### config.mk
export PLATFORM = sky130hd
export DESIGN_NAME = modbus_rtu_response_check_top_flat
export DESIGN_NICKNAME = d
export VERILOG_FILES = /design/src/sv/mrc_pkg.sv /design/src/sv/mrc_ifs.sv /design/src/sv/mrc_front.sv /design/src/sv/mrc_queue.sv /design/src/sv/mrc_back.sv /design/src/sv/modbus_rtu_response_check_top.sv /design/src/flat_wrapper.sv
export SDC_FILE = /design/constraint.sdc
export NUM_CORES = 1
export LEC_CHECK = 0
export BUFFER_PORTS_ARGS = -buffer_cell sky130_fd_sc_hd__buf_2
export CELL_PAD_IN_SITES_DETAIL_PLACEMENT = 1
export CELL_PAD_IN_SITES_GLOBAL_PLACEMENT = 2
export CORE_MARGIN = 5
export CORE_UTILIZATION = 40
export DETAILED_ROUTE_END_ITERATION = 16
export PLACE_DENSITY_LB_ADDON = 0.15
export SYNTH_ARGS = -nofsm -noshare
export SYNTH_HDL_FRONTEND = slang
export SYNTH_SLANG_ARGS = --single-unit
### constraint.sdc
create_clock -name i_clk -period 2.26 [get_ports i_clk]
set_input_delay 0 -clock i_clk [delete_from_list [all_inputs] [get_ports i_clk]]
set_output_delay 0 -clock i_clk [all_outputs]
set_load 0.01 [all_outputs]
### src/sv/mrc_pkg.sv
package mrc_pkg;

    localparam int RX_DEPTH       = 256;
    localparam int CNT_W          = $clog2(RX_DEPTH + 1);
    localparam int MIN_VALID_LEN  = 4;
    localparam int QUEUE_DEPTH    = 2;  // power of two
    localparam int QPTR_W         = $clog2(QUEUE_DEPTH);
    localparam int QCNT_W         = $clog2(QUEUE_DEPTH + 1);

    localparam logic [15:0] CRC_INIT = 16'hFFFF;
    localparam logic [15:0] CRC_POLY = 16'hA001;
    localparam logic [7:0]  BYTE_MASK = 8'hFF;

    typedef enum logic [1:0] {
        REQ_BEGIN = 2'd0,
        REQ_BYTE  = 2'd1,
        REQ_END   = 2'd2
    } t_req;

    typedef enum logic [2:0] {
        ST_OK           = 3'd0,
        ST_NO_RESPONSE  = 3'd1,
        ST_BAD_LENGTH   = 3'd2,
        ST_CRC_ERROR    = 3'd3,
        ST_BAD_RESPONSE = 3'd4
    } t_status;

    typedef enum logic [1:0] {
        OP_BEGIN = 2'd0,
        OP_BYTE  = 2'd1,
        OP_END   = 2'd2
    } t_op;

    // Begin: b0 = address, b1 = function. Byte: b0 = data.
    typedef struct packed {
        t_op        op;
        logic [7:0] b0;
        logic [7:0] b1;
    } t_cmd;

    // Byte-wise reflected Modbus CRC update.
    function automatic logic [15:0] crc_feed(input logic [15:0] crc, input logic [7:0] b);
        logic [15:0] c;
        c = crc ^ {8'h00, b & BYTE_MASK};
        for (int i = 0; i < 8; i++) begin
            c = c[0] ? ((c >> 1) ^ CRC_POLY) : (c >> 1);
        end
        return c;
    endfunction

endpackage

### src/sv/mrc_ifs.sv
interface mrc_in_if;
    logic       valid;
    logic       ready;
    logic [1:0] req_type;
    logic [7:0] expected_address;
    logic [7:0] expected_function;
    logic [7:0] rx_byte;

    modport source (output valid, req_type, expected_address, expected_function, rx_byte,
                    input ready);
    modport sink (input valid, req_type, expected_address, expected_function, rx_byte,
                  output ready);
endinterface

interface mrc_out_if;
    logic       valid;
    logic       ready;
    logic [2:0] check_status;
    logic [8:0] frame_length;

    modport source (output valid, check_status, frame_length, input ready);
    modport sink (input valid, check_status, frame_length, output ready);
endinterface

### src/sv/mrc_front.sv
module mrc_front (
    mrc_in_if.sink        i_req,
    input  logic          i_q_ready,
    output logic          o_q_push,
    output mrc_pkg::t_cmd o_q_cmd
);
    import mrc_pkg::*;

    logic w_is_cmd;

    // Decode the request; unused codes are taken and dropped.
    always_comb begin
        w_is_cmd   = 1'b1;
        o_q_cmd.op = OP_END;
        o_q_cmd.b0 = i_req.rx_byte;
        o_q_cmd.b1 = i_req.expected_function;
        unique case (i_req.req_type)
            REQ_BEGIN: begin
                o_q_cmd.op = OP_BEGIN;
                o_q_cmd.b0 = i_req.expected_address;
            end
            REQ_BYTE: begin
                o_q_cmd.op = OP_BYTE;
            end
            REQ_END: begin
                o_q_cmd.op = OP_END;
            end
            default: begin
                w_is_cmd = 1'b0;
            end
        endcase
    end

    assign i_req.ready = i_q_ready;
    assign o_q_push    = i_req.valid && i_q_ready && w_is_cmd;

endmodule

### src/sv/mrc_queue.sv
module mrc_queue (
    input  logic          i_clk,
    input  logic          i_rst_n,
    input  logic          i_push,
    input  mrc_pkg::t_cmd i_cmd,
    output logic          o_ready,
    output logic          o_valid,
    output mrc_pkg::t_cmd o_cmd,
    input  logic          i_pop
);
    import mrc_pkg::*;

    t_cmd              r_mem [QUEUE_DEPTH];
    logic [QPTR_W-1:0] r_wr_ptr, n_wr_ptr;
    logic [QPTR_W-1:0] r_rd_ptr, n_rd_ptr;
    logic [QCNT_W-1:0] r_count, n_count;
    logic              w_push, w_pop;

    assign o_ready = (r_count != QCNT_W'(QUEUE_DEPTH));
    assign o_valid = (r_count != '0);
    assign o_cmd   = r_mem[r_rd_ptr];
    assign w_push  = i_push && o_ready;
    assign w_pop   = i_pop && o_valid;

    always_comb begin
        n_wr_ptr = w_push ? r_wr_ptr + 1'b1 : r_wr_ptr;
        n_rd_ptr = w_pop ? r_rd_ptr + 1'b1 : r_rd_ptr;
        n_count  = r_count;
        if (w_push && !w_pop) begin
            n_count = r_count + 1'b1;
        end else if (w_pop && !w_push) begin
            n_count = r_count - 1'b1;
        end
    end

    always_ff @(posedge i_clk) begin
        if (!i_rst_n) begin
            r_wr_ptr <= '0;
            r_rd_ptr <= '0;
            r_count  <= '0;
        end else begin
            r_wr_ptr <= n_wr_ptr;
            r_rd_ptr <= n_rd_ptr;
            r_count  <= n_count;
        end
    end

    always_ff @(posedge i_clk) begin
        if (w_push) begin
            r_mem[r_wr_ptr] <= i_cmd;
        end
    end

endmodule

### src/sv/mrc_back.sv
module mrc_back (
    input  logic          i_clk,
    input  logic          i_rst_n,
    input  logic          i_valid,
    input  mrc_pkg::t_cmd i_cmd,
    output logic          o_pop,
    mrc_out_if.source     o_rsp
);
    import mrc_pkg::*;

    logic [CNT_W-1:0] r_count, n_count;
    logic [15:0]      r_crc, n_crc;
    logic [7:0]       r_older, n_older;
    logic [7:0]       r_newer, n_newer;
    logic [7:0]       r_rep_addr, n_rep_addr;
    logic [7:0]       r_rep_func, n_rep_func;
    logic [7:0]       r_want_addr, n_want_addr;
    logic [7:0]       r_want_func, n_want_func;
    logic             r_out_valid, n_out_valid;
    t_status          r_out_status;
    logic [8:0]       r_out_len;
    t_status          w_status;
    logic             w_out_free;
    logic             w_take_end;

    assign w_out_free = !r_out_valid || o_rsp.ready;
    assign o_pop      = i_valid && ((i_cmd.op != OP_END) || w_out_free);
    assign w_take_end = o_pop && (i_cmd.op == OP_END);

    always_comb begin
        priority if (r_count == '0) begin
            w_status = ST_NO_RESPONSE;
        end else if (r_count <= CNT_W'(MIN_VALID_LEN)) begin
            w_status = ST_BAD_LENGTH;
        end else if (r_older != r_crc[7:0] || r_newer != r_crc[15:8]) begin
            w_status = ST_CRC_ERROR;
        end else if (r_rep_addr != r_want_addr || r_rep_func != r_want_func) begin
            w_status = ST_BAD_RESPONSE;
        end else begin
            w_status = ST_OK;
        end
    end

    always_comb begin
        n_count     = r_count;
        n_crc       = r_crc;
        n_older     = r_older;
        n_newer     = r_newer;
        n_rep_addr  = r_rep_addr;
        n_rep_func  = r_rep_func;
        n_want_addr = r_want_addr;
        n_want_func = r_want_func;
        n_out_valid = r_out_valid && !o_rsp.ready;
        if (o_pop) begin
            unique case (i_cmd.op)
                OP_BEGIN: begin
                    n_count     = '0;
                    n_crc       = CRC_INIT;
                    n_older     = '0;
                    n_newer     = '0;
                    n_rep_addr  = '0;
                    n_rep_func  = '0;
                    n_want_addr = i_cmd.b0;
                    n_want_func = i_cmd.b1;
                end
                OP_BYTE: begin
                    // Drop bytes once the buffer is full.
                    if (r_count < CNT_W'(RX_DEPTH)) begin
                        if (r_count >= CNT_W'(2)) begin
                            n_crc = crc_feed(r_crc, r_older);
                        end
                        if (r_count == CNT_W'(0)) begin
                            n_rep_addr = i_cmd.b0;
                        end
                        if (r_count == CNT_W'(1)) begin
                            n_rep_func = i_cmd.b0;
                        end
                        n_older = r_newer;
                        n_newer = i_cmd.b0;
                        n_count = r_count + 1'b1;
                    end
                end
                OP_END: begin
                    n_out_valid = 1'b1;
                end
                default: begin
                end
            endcase
        end
    end

    always_ff @(posedge i_clk) begin
        if (!i_rst_n) begin
            r_count     <= '0;
            r_crc       <= CRC_INIT;
            r_older     <= '0;
            r_newer     <= '0;
            r_rep_addr  <= '0;
            r_rep_func  <= '0;
            r_want_addr <= '0;
            r_want_func <= '0;
            r_out_valid <= 1'b0;
        end else begin
            r_count     <= n_count;
            r_crc       <= n_crc;
            r_older     <= n_older;
            r_newer     <= n_newer;
            r_rep_addr  <= n_rep_addr;
            r_rep_func  <= n_rep_func;
            r_want_addr <= n_want_addr;
            r_want_func <= n_want_func;
            r_out_valid <= n_out_valid;
        end
    end

    always_ff @(posedge i_clk) begin
        if (w_take_end) begin
            r_out_status <= w_status;
            r_out_len    <= 9'(r_count);
        end
    end

    assign o_rsp.valid        = r_out_valid;
    assign o_rsp.check_status = r_out_status;
    assign o_rsp.frame_length = r_out_len;

endmodule

### src/sv/modbus_rtu_response_check_top.sv
// Modbus RTU reply checker.
// Input channel i_req carries one item per handshake: begin (loads expected
// address and function, clears the frame), byte (one received reply byte),
// or end (asks for the verdict). Code 3 is taken and ignored.
// Output channel o_rsp carries one item per end item: check_status and
// frame_length (bytes kept, saturated at the buffer depth).
// Throughput: one item per cycle on both sides while o_rsp.ready stays high; the
// CRC advances one byte per cycle in the back end.
// An accepted end item is first written into the queue; the back end pops it and
// registers its result onto o_rsp.
// Stall: a held result keeps o_rsp stable; byte and begin items behind it keep
// flowing into the back end until the next end item, then the two-entry
// queue fills and i_req.ready drops.
// Reset (i_rst_n low, synchronous): queue emptied, result dropped, frame state
// and expected address/function cleared, CRC set to all ones.
module modbus_rtu_response_check_top (
    input  logic       i_clk,
    input  logic       i_rst_n,
    mrc_in_if.sink     i_req,
    mrc_out_if.source  o_rsp
);
    import mrc_pkg::*;

    logic q_push, q_ready, q_valid, q_pop;
    t_cmd q_in_cmd, q_out_cmd;

    mrc_front u_front (
        .i_req     (i_req),
        .i_q_ready (q_ready),
        .o_q_push  (q_push),
        .o_q_cmd   (q_in_cmd)
    );

    mrc_queue u_queue (
        .i_clk   (i_clk),
        .i_rst_n (i_rst_n),
        .i_push  (q_push),
        .i_cmd   (q_in_cmd),
        .o_ready (q_ready),
        .o_valid (q_valid),
        .o_cmd   (q_out_cmd),
        .i_pop   (q_pop)
    );

    mrc_back u_back (
        .i_clk   (i_clk),
        .i_rst_n (i_rst_n),
        .i_valid (q_valid),
        .i_cmd   (q_out_cmd),
        .o_pop   (q_pop),
        .o_rsp   (o_rsp)
    );

endmodule

### src/flat_wrapper.sv
// flat-port wrapper written by rule: the top's interface ports become plain ports
module modbus_rtu_response_check_top_flat import mrc_pkg::*;
  (i_clk, i_rst_n, i_req_valid, i_req_req_type, i_req_expected_address, i_req_expected_function, i_req_rx_byte, i_req_ready, o_rsp_valid, o_rsp_check_status, o_rsp_frame_length, o_rsp_ready);
  mrc_in_if i_req_i ();
  mrc_out_if o_rsp_i ();
  input  logic i_clk;
  input  logic i_rst_n;
  input wire logic [$bits(i_req_i.valid)-1:0] i_req_valid;
  input wire logic [$bits(i_req_i.req_type)-1:0] i_req_req_type;
  input wire logic [$bits(i_req_i.expected_address)-1:0] i_req_expected_address;
  input wire logic [$bits(i_req_i.expected_function)-1:0] i_req_expected_function;
  input wire logic [$bits(i_req_i.rx_byte)-1:0] i_req_rx_byte;
  output wire logic [$bits(i_req_i.ready)-1:0] i_req_ready;
  output wire logic [$bits(o_rsp_i.valid)-1:0] o_rsp_valid;
  output wire logic [$bits(o_rsp_i.check_status)-1:0] o_rsp_check_status;
  output wire logic [$bits(o_rsp_i.frame_length)-1:0] o_rsp_frame_length;
  input wire logic [$bits(o_rsp_i.ready)-1:0] o_rsp_ready;
  assign i_req_i.valid = i_req_valid;
  assign i_req_i.req_type = i_req_req_type;
  assign i_req_i.expected_address = i_req_expected_address;
  assign i_req_i.expected_function = i_req_expected_function;
  assign i_req_i.rx_byte = i_req_rx_byte;
  assign i_req_ready = i_req_i.ready;
  assign o_rsp_valid = o_rsp_i.valid;
  assign o_rsp_check_status = o_rsp_i.check_status;
  assign o_rsp_frame_length = o_rsp_i.frame_length;
  assign o_rsp_i.ready = o_rsp_ready;
  modbus_rtu_response_check_top u_core (.i_clk(i_clk), .i_rst_n(i_rst_n), .i_req(i_req_i), .o_rsp(o_rsp_i));
endmodule
### Word-level counts from Yosys, hierarchy flattened

Memories as Yosys holds them, arrays and structs flattened. A register that Yosys moved wholly into a read port is not among the register bits.
Cells that the tools add are included.

| word-level totals | value |
|---|---|
| bits in registers | 90 |
| bits in latches | 0 |
| memory bits (writable) | 36 |
| memory bits (read-only) | 0 |
| input bits | 30 |
| memories kept | 1 |

Memory list:

| name | words | bits a word | read ports | clocked after memory_dff | wr ports | RTL line | text |
|---|---|---|---|---|---|---|---|
| u_core.u_queue.r_mem | 2 | 18 | 1 | 1 | 1 | mrc_queue.sv:13 | `t_cmd r_mem [QUEUE_DEPTH];` |

| cells by class | value |
|---|---|
| $add $sub $neg | 5 |
| multipliers | 0 |
| div/mod/pow operators | 0 |
| order comparisons | 3 |
| equality and inequality tests | 15 |
| shift-type cells | 0 |
| mux-type cells | 37 |
| bitwise gates (word level) | 9 |
| reductions and logical operators | 30 |

Operators with widths:

| cell | number |
|---|---|
| $mux W16 | 10 |
| $pmux W8 S2 | 4 |
| $mux W8 | 7 |
| $ne A8 B8 Y1 | 4 |
| $pmux W16 S2 | 1 |
| $not A2 Y3 | 8 |
| $pmux W9 S2 | 1 |
| $xor A16 B8 Y16 | 1 |
| $ne A2 B2 Y1 const B | 6 |
| $reduce_and A4 Y1 | 3 |
| $add A9 B1 Y9 const B | 1 |
| $eq A9 B1 Y1 const B | 1 |
| $ge A9 B2 Y1 const B | 1 |
| $le A9 B3 Y1 const B | 1 |
| $logic_and A1 B1 Y1 | 9 |
| $logic_not A9 Y1 | 1 |
| $lt A9 B9 Y1 const B | 1 |
| $mux W9 | 1 |
| $mux W2 | 4 |
| $mux W1 | 7 |
| $reduce_bool A2 Y1 | 3 |
| $reduce_or A3 Y1 | 2 |
| $eq A2 B1 Y1 const B | 2 |
| $eq A2 B2 Y1 const B | 2 |
| other kinds (10) | 18 |

### Depth between registers and ports, before layout

| depth | value |
|---|---|
| word-level depth | 20 |
| depth in mapped cells | 8 |

### Cells and area by module

Synthesis repeated with hierarchy kept, for this count alone.

| second synthesis, totals | value |
|---|---|
| cell total of the unflattened synthesis | 514 |
| area total of the unflattened synthesis | 5544.1 um2 |

Modules (own cells, without submodules):

| module | instances | cells each | area an instance (um2) | seq. area each (um2) |
|---|---|---|---|---|
| mrc_back | 1 | 412 | 3814.9 | 1841.8 |
| mrc_queue | 1 | 80 | 1539.0 | 1181.1 |
| mrc_front | 1 | 22 | 190.2 | 0.0 |

### Least setup slack after synthesis

No wires, ideal clock.

| path | value |
|---|---|
| path kind | register -> register |
| start | register (tool-made name) |
| end | register u_core.u_queue.r_count[1] |
| setup time | 0.076 ns |
| arrival | 1.941 ns |
| required time | 2.184 ns |
| slack | 0.244 ns |
| stages on the path, launching flop included | 7 |
| path buffers | 1 |
| path through | dfxtp_1 buf_4 o32a_1 o32ai_2 ha_1 or3_1 a21boi_0 |

RTL lines:

| item | RTL line | text |
|---|---|---|
| end signal, assigned | mrc_queue.sv:44 | `r_count <= n_count;` |
| end, declared | mrc_queue.sv:16 | `logic [QCNT_W-1:0] r_count, n_count;` |

==> impl_metrics.ini <==
[power_and_ir_drop]
p_clk_frac = 0.352
p_switching_w = 0.00223
p_leak_nw = 2.77
p_comb_frac = 0.250
internal_power_w = 0.00495
peakVddDrop_uv = 852
seqPwrFrac = 0.398
swShare = 0.311
powerDensity_nw_per_um2 = 1050

[cells_and_area]
final_cell_area_um2 = 6810
fillCellCount = 1476
multi_input_area_um2 = 2390
areaGrowthSynthToFinish_pct = 22.8
seq_area_um2 = 3020
layout-drive-gt1-share = 0.182
stdcell_count = 763
fin_nets = 606
diodes = 0

[global_route]
grt_pass1_vias = 4020
grt_usage = 0.157
overflow = 0
antenna_found_initial = 0
grt_pass1_wl_um = 20200
grt_max_degree = 43

[critical_path]
start_kind = flip-flop
crit_slowest_cell = dfxtp_1
crit_chain = mux2_4, a211oi_4, buf_4, nand2_1, or3_1, a21oi_1
reg2reg_slack_ns = 0.17
endpoint_kind = flip-flop
cp_max_fo = 7
crit_arrival_ns = 2.44
slowest_delay_ns = 0.46
required_ns = 2.60
critical_path_class = reg2reg

[placement]
place_congestion = 0.749
dp_hpwl_um = 8090
dp_cells = 705
io_buffer_count = 43
dp_slack_ns = 0.0999
place_area_um2 = 6000

[outcome]
status = completed

[clock_network]
clk_pin_slew_ns = 0.06
root_buffer = clkbuf_16
postCtsSetupBuffers = 0
cts_max_path_buffers = 2
cts_sinks = 127
worstSkewPairLatency_ns = 0.41
htreeDepth = 4
cts_tree = built
cts_buffers = 17

[synth]
async_flop_share = 0
synth_top_cells_by_count = dfxtp_1, nand2_1, edfxtp_1, nor2_1, mux2i_1
synth_enable_flop_cells = 48
ys_seq_elements = 127
ys_seq_area_frac = 0.545
syn_avg_cell_area_um2 = 11.3
syn_area_um2 = 5550
synth_top_cell_area_share = 0.285
synth_top_family_by_area = simple AND/OR/NAND/NOR gates
syn_nets = 529
synth.most_common_cell = dfxtp_1
synthSimpleGateAreaFrac = 0.145
synth_area_leaders = dfxtp_1, edfxtp_1, mux2i_1
synth_compound_area_frac = 0.100
syn_inst = 493
synth_mux_area_frac = 0.0787
synth.distinct_cells = 52
ys.flop_type = dfxtp_1
yosysTopAreaCell = dfxtp_1
synthXorXnorAreaFrac = 0.0925
synth-warning-count = 0
synthAdderAreaFrac = 0.0135

[die]
start_util = 0.404
rows = 43
core_area_um2 = 13700
fp.dieArea_um2 = 16300
die_h_um = 128
io_pins = 44
die_width_um = 128

[sta]
fmax_ghz = 0.478
whs_ns = 0.0182
finalSetupViolations = 0
period_minus_slack_ns = 2.09
slew_headroom = 0.338
tns_ns = 0
hold_viol_final = 0
tightest_slew_ns = 0.989
period_share = 0.926
maxSlewViolCount = 0
rsz0062_at_grt = false
fin_skew_ns = 0.00650
layout_setup_ws_ns = 0.168

[drt]
routed_wl_um = 11900
routedWlPerCell_um = 15.6
drc_errors = 0
drt_pass1_iterations = 4
vias = 3780
ant_nets = 0
viasPerCell = 4.95
drt_iter0_markers = 169

[job]
maxCapViolCount = 0

[min_path]
hold_class = in2reg
## power by group through the flow
stage	clock network [W]	registers, W	logic (W)
after floorplan	0	0.00287	0.00128
after global placement	0	0.00289	0.00174
after global routing	0.00270	0.00289	0.00197
final	0.00253	0.00286	0.00179
after CTS	0.00260	0.00286	0.00183
after detailed placement	0	0.00291	0.00178
## worst max-delay path, delay by kind of cell (launching register included)
| kind | cells | cell delay [ns] |
|---|---|---|
| compound gates | 2 | 0.55 |
| flops | 1 | 0.46 |
| simple gates | 2 | 0.40 |
| mux | 1 | 0.39 |
| buf+inv | 1 | 0.22 |
## per-layer routing
| metal | up-vias | global-route usage | share of wire |
|---|---|---|---|
| met5 | - | 0 | 0 |
| met4 | 0 | 0.0537 | 0.0095 |
| met3 | 8 | 0.0496 | 0.039 |
| met2 | 51 | 0.259 | 0.49 |
| met1 | 1831 | 0.195 | 0.46 |
| li1 | 1890 | - | - |
## cells in the final DEF, fill, tap and decap left out, types with 8 or more instances in the layout
cell type	instances
dfxtp_1	79
nand2_1	49
edfxtp_1	48
buf_2	43
nor2_1	40
mux2i_1	32
xor2_1	31
dlygate4sd3_1	26
nor2b_1	19
clkbuf_16	17
xnor2_1	16
o211a_1	16
nor3_1	15
o21ai_0	13
buf_4	12
nand3_1	11
a21boi_0	10
mux2_2	9
a21boi_1	8
## logic make-up after synthesis
logic type / Yosys count
AO/OA/AOI/OAI: 69
XOR/XNOR: 52
adder cells (fa/ha/maj): 6
buffers and inverters: 30
flip-flops: 127
multiplexers: 42
AND/OR/NAND/NOR: 167
## area by class of cell
type                       instances  share of cell area
sequential                       127               0.444
clock inverter                    14              0.0173
tap                              180              0.0331
multi-input combinational        336               0.351
clock buffer                      18              0.0630
timing repair buffer              83              0.0889
inverter                           5             0.00275
## path summary, 6_finish.rpt
path | startpoint | to | cells after the start
hold / removal | i_req_req_type[0] | u_core.u_queue.r_mem[0][16] | 2
setup / recovery | flip-flop | u_core.u_back.r_count[7] | 6
setup reg to reg | flip-flop | u_core.u_back.r_count[7] | 6
hold reg to reg | u_core.u_back.r_older[0] | u_core.u_back.r_older[0] | 2
## sequential cells by signal, summed over array words and instances, names as in the netlist, named ones only
signal / flops
u_core.u_queue.r_mem: 36
u_core.u_back.r_crc: 16
u_core.u_back.o_rsp.frame_length: 9
u_core.u_back.r_count: 9
u_core.u_back.r_newer: 8
u_core.u_back.r_older: 8
u_core.u_back.r_rep_addr: 8
u_core.u_back.r_rep_func: 8
u_core.u_back.r_want_addr: 8
u_core.u_back.r_want_func: 8
u_core.u_back.o_rsp.check_status: 3
u_core.u_queue.r_count: 2
u_core.u_back.o_rsp.valid: 1
u_core.u_queue.r_rd_ptr: 1
u_core.u_queue.r_wr_ptr: 1
## repair_timing
| action | CTS | global route |
|---|---|---|
| hold endpoints to repair | 37 | 0 |
| hold buffers | 26 | 0 |
| gates resized for setup | 0 | 1 |
| endpoints found under the setup margin | 0 | 1 |
## per-stage QoR
step                       util  power, W
after global placement    0.437   0.00463
after CTS                 0.496   0.00729
after global routing      0.497   0.00757
after detailed placement  0.437   0.00469
after floorplan               -   0.00415
final                     0.497   0.00718
Note: power is estimated with default switching activity, not from simulation.
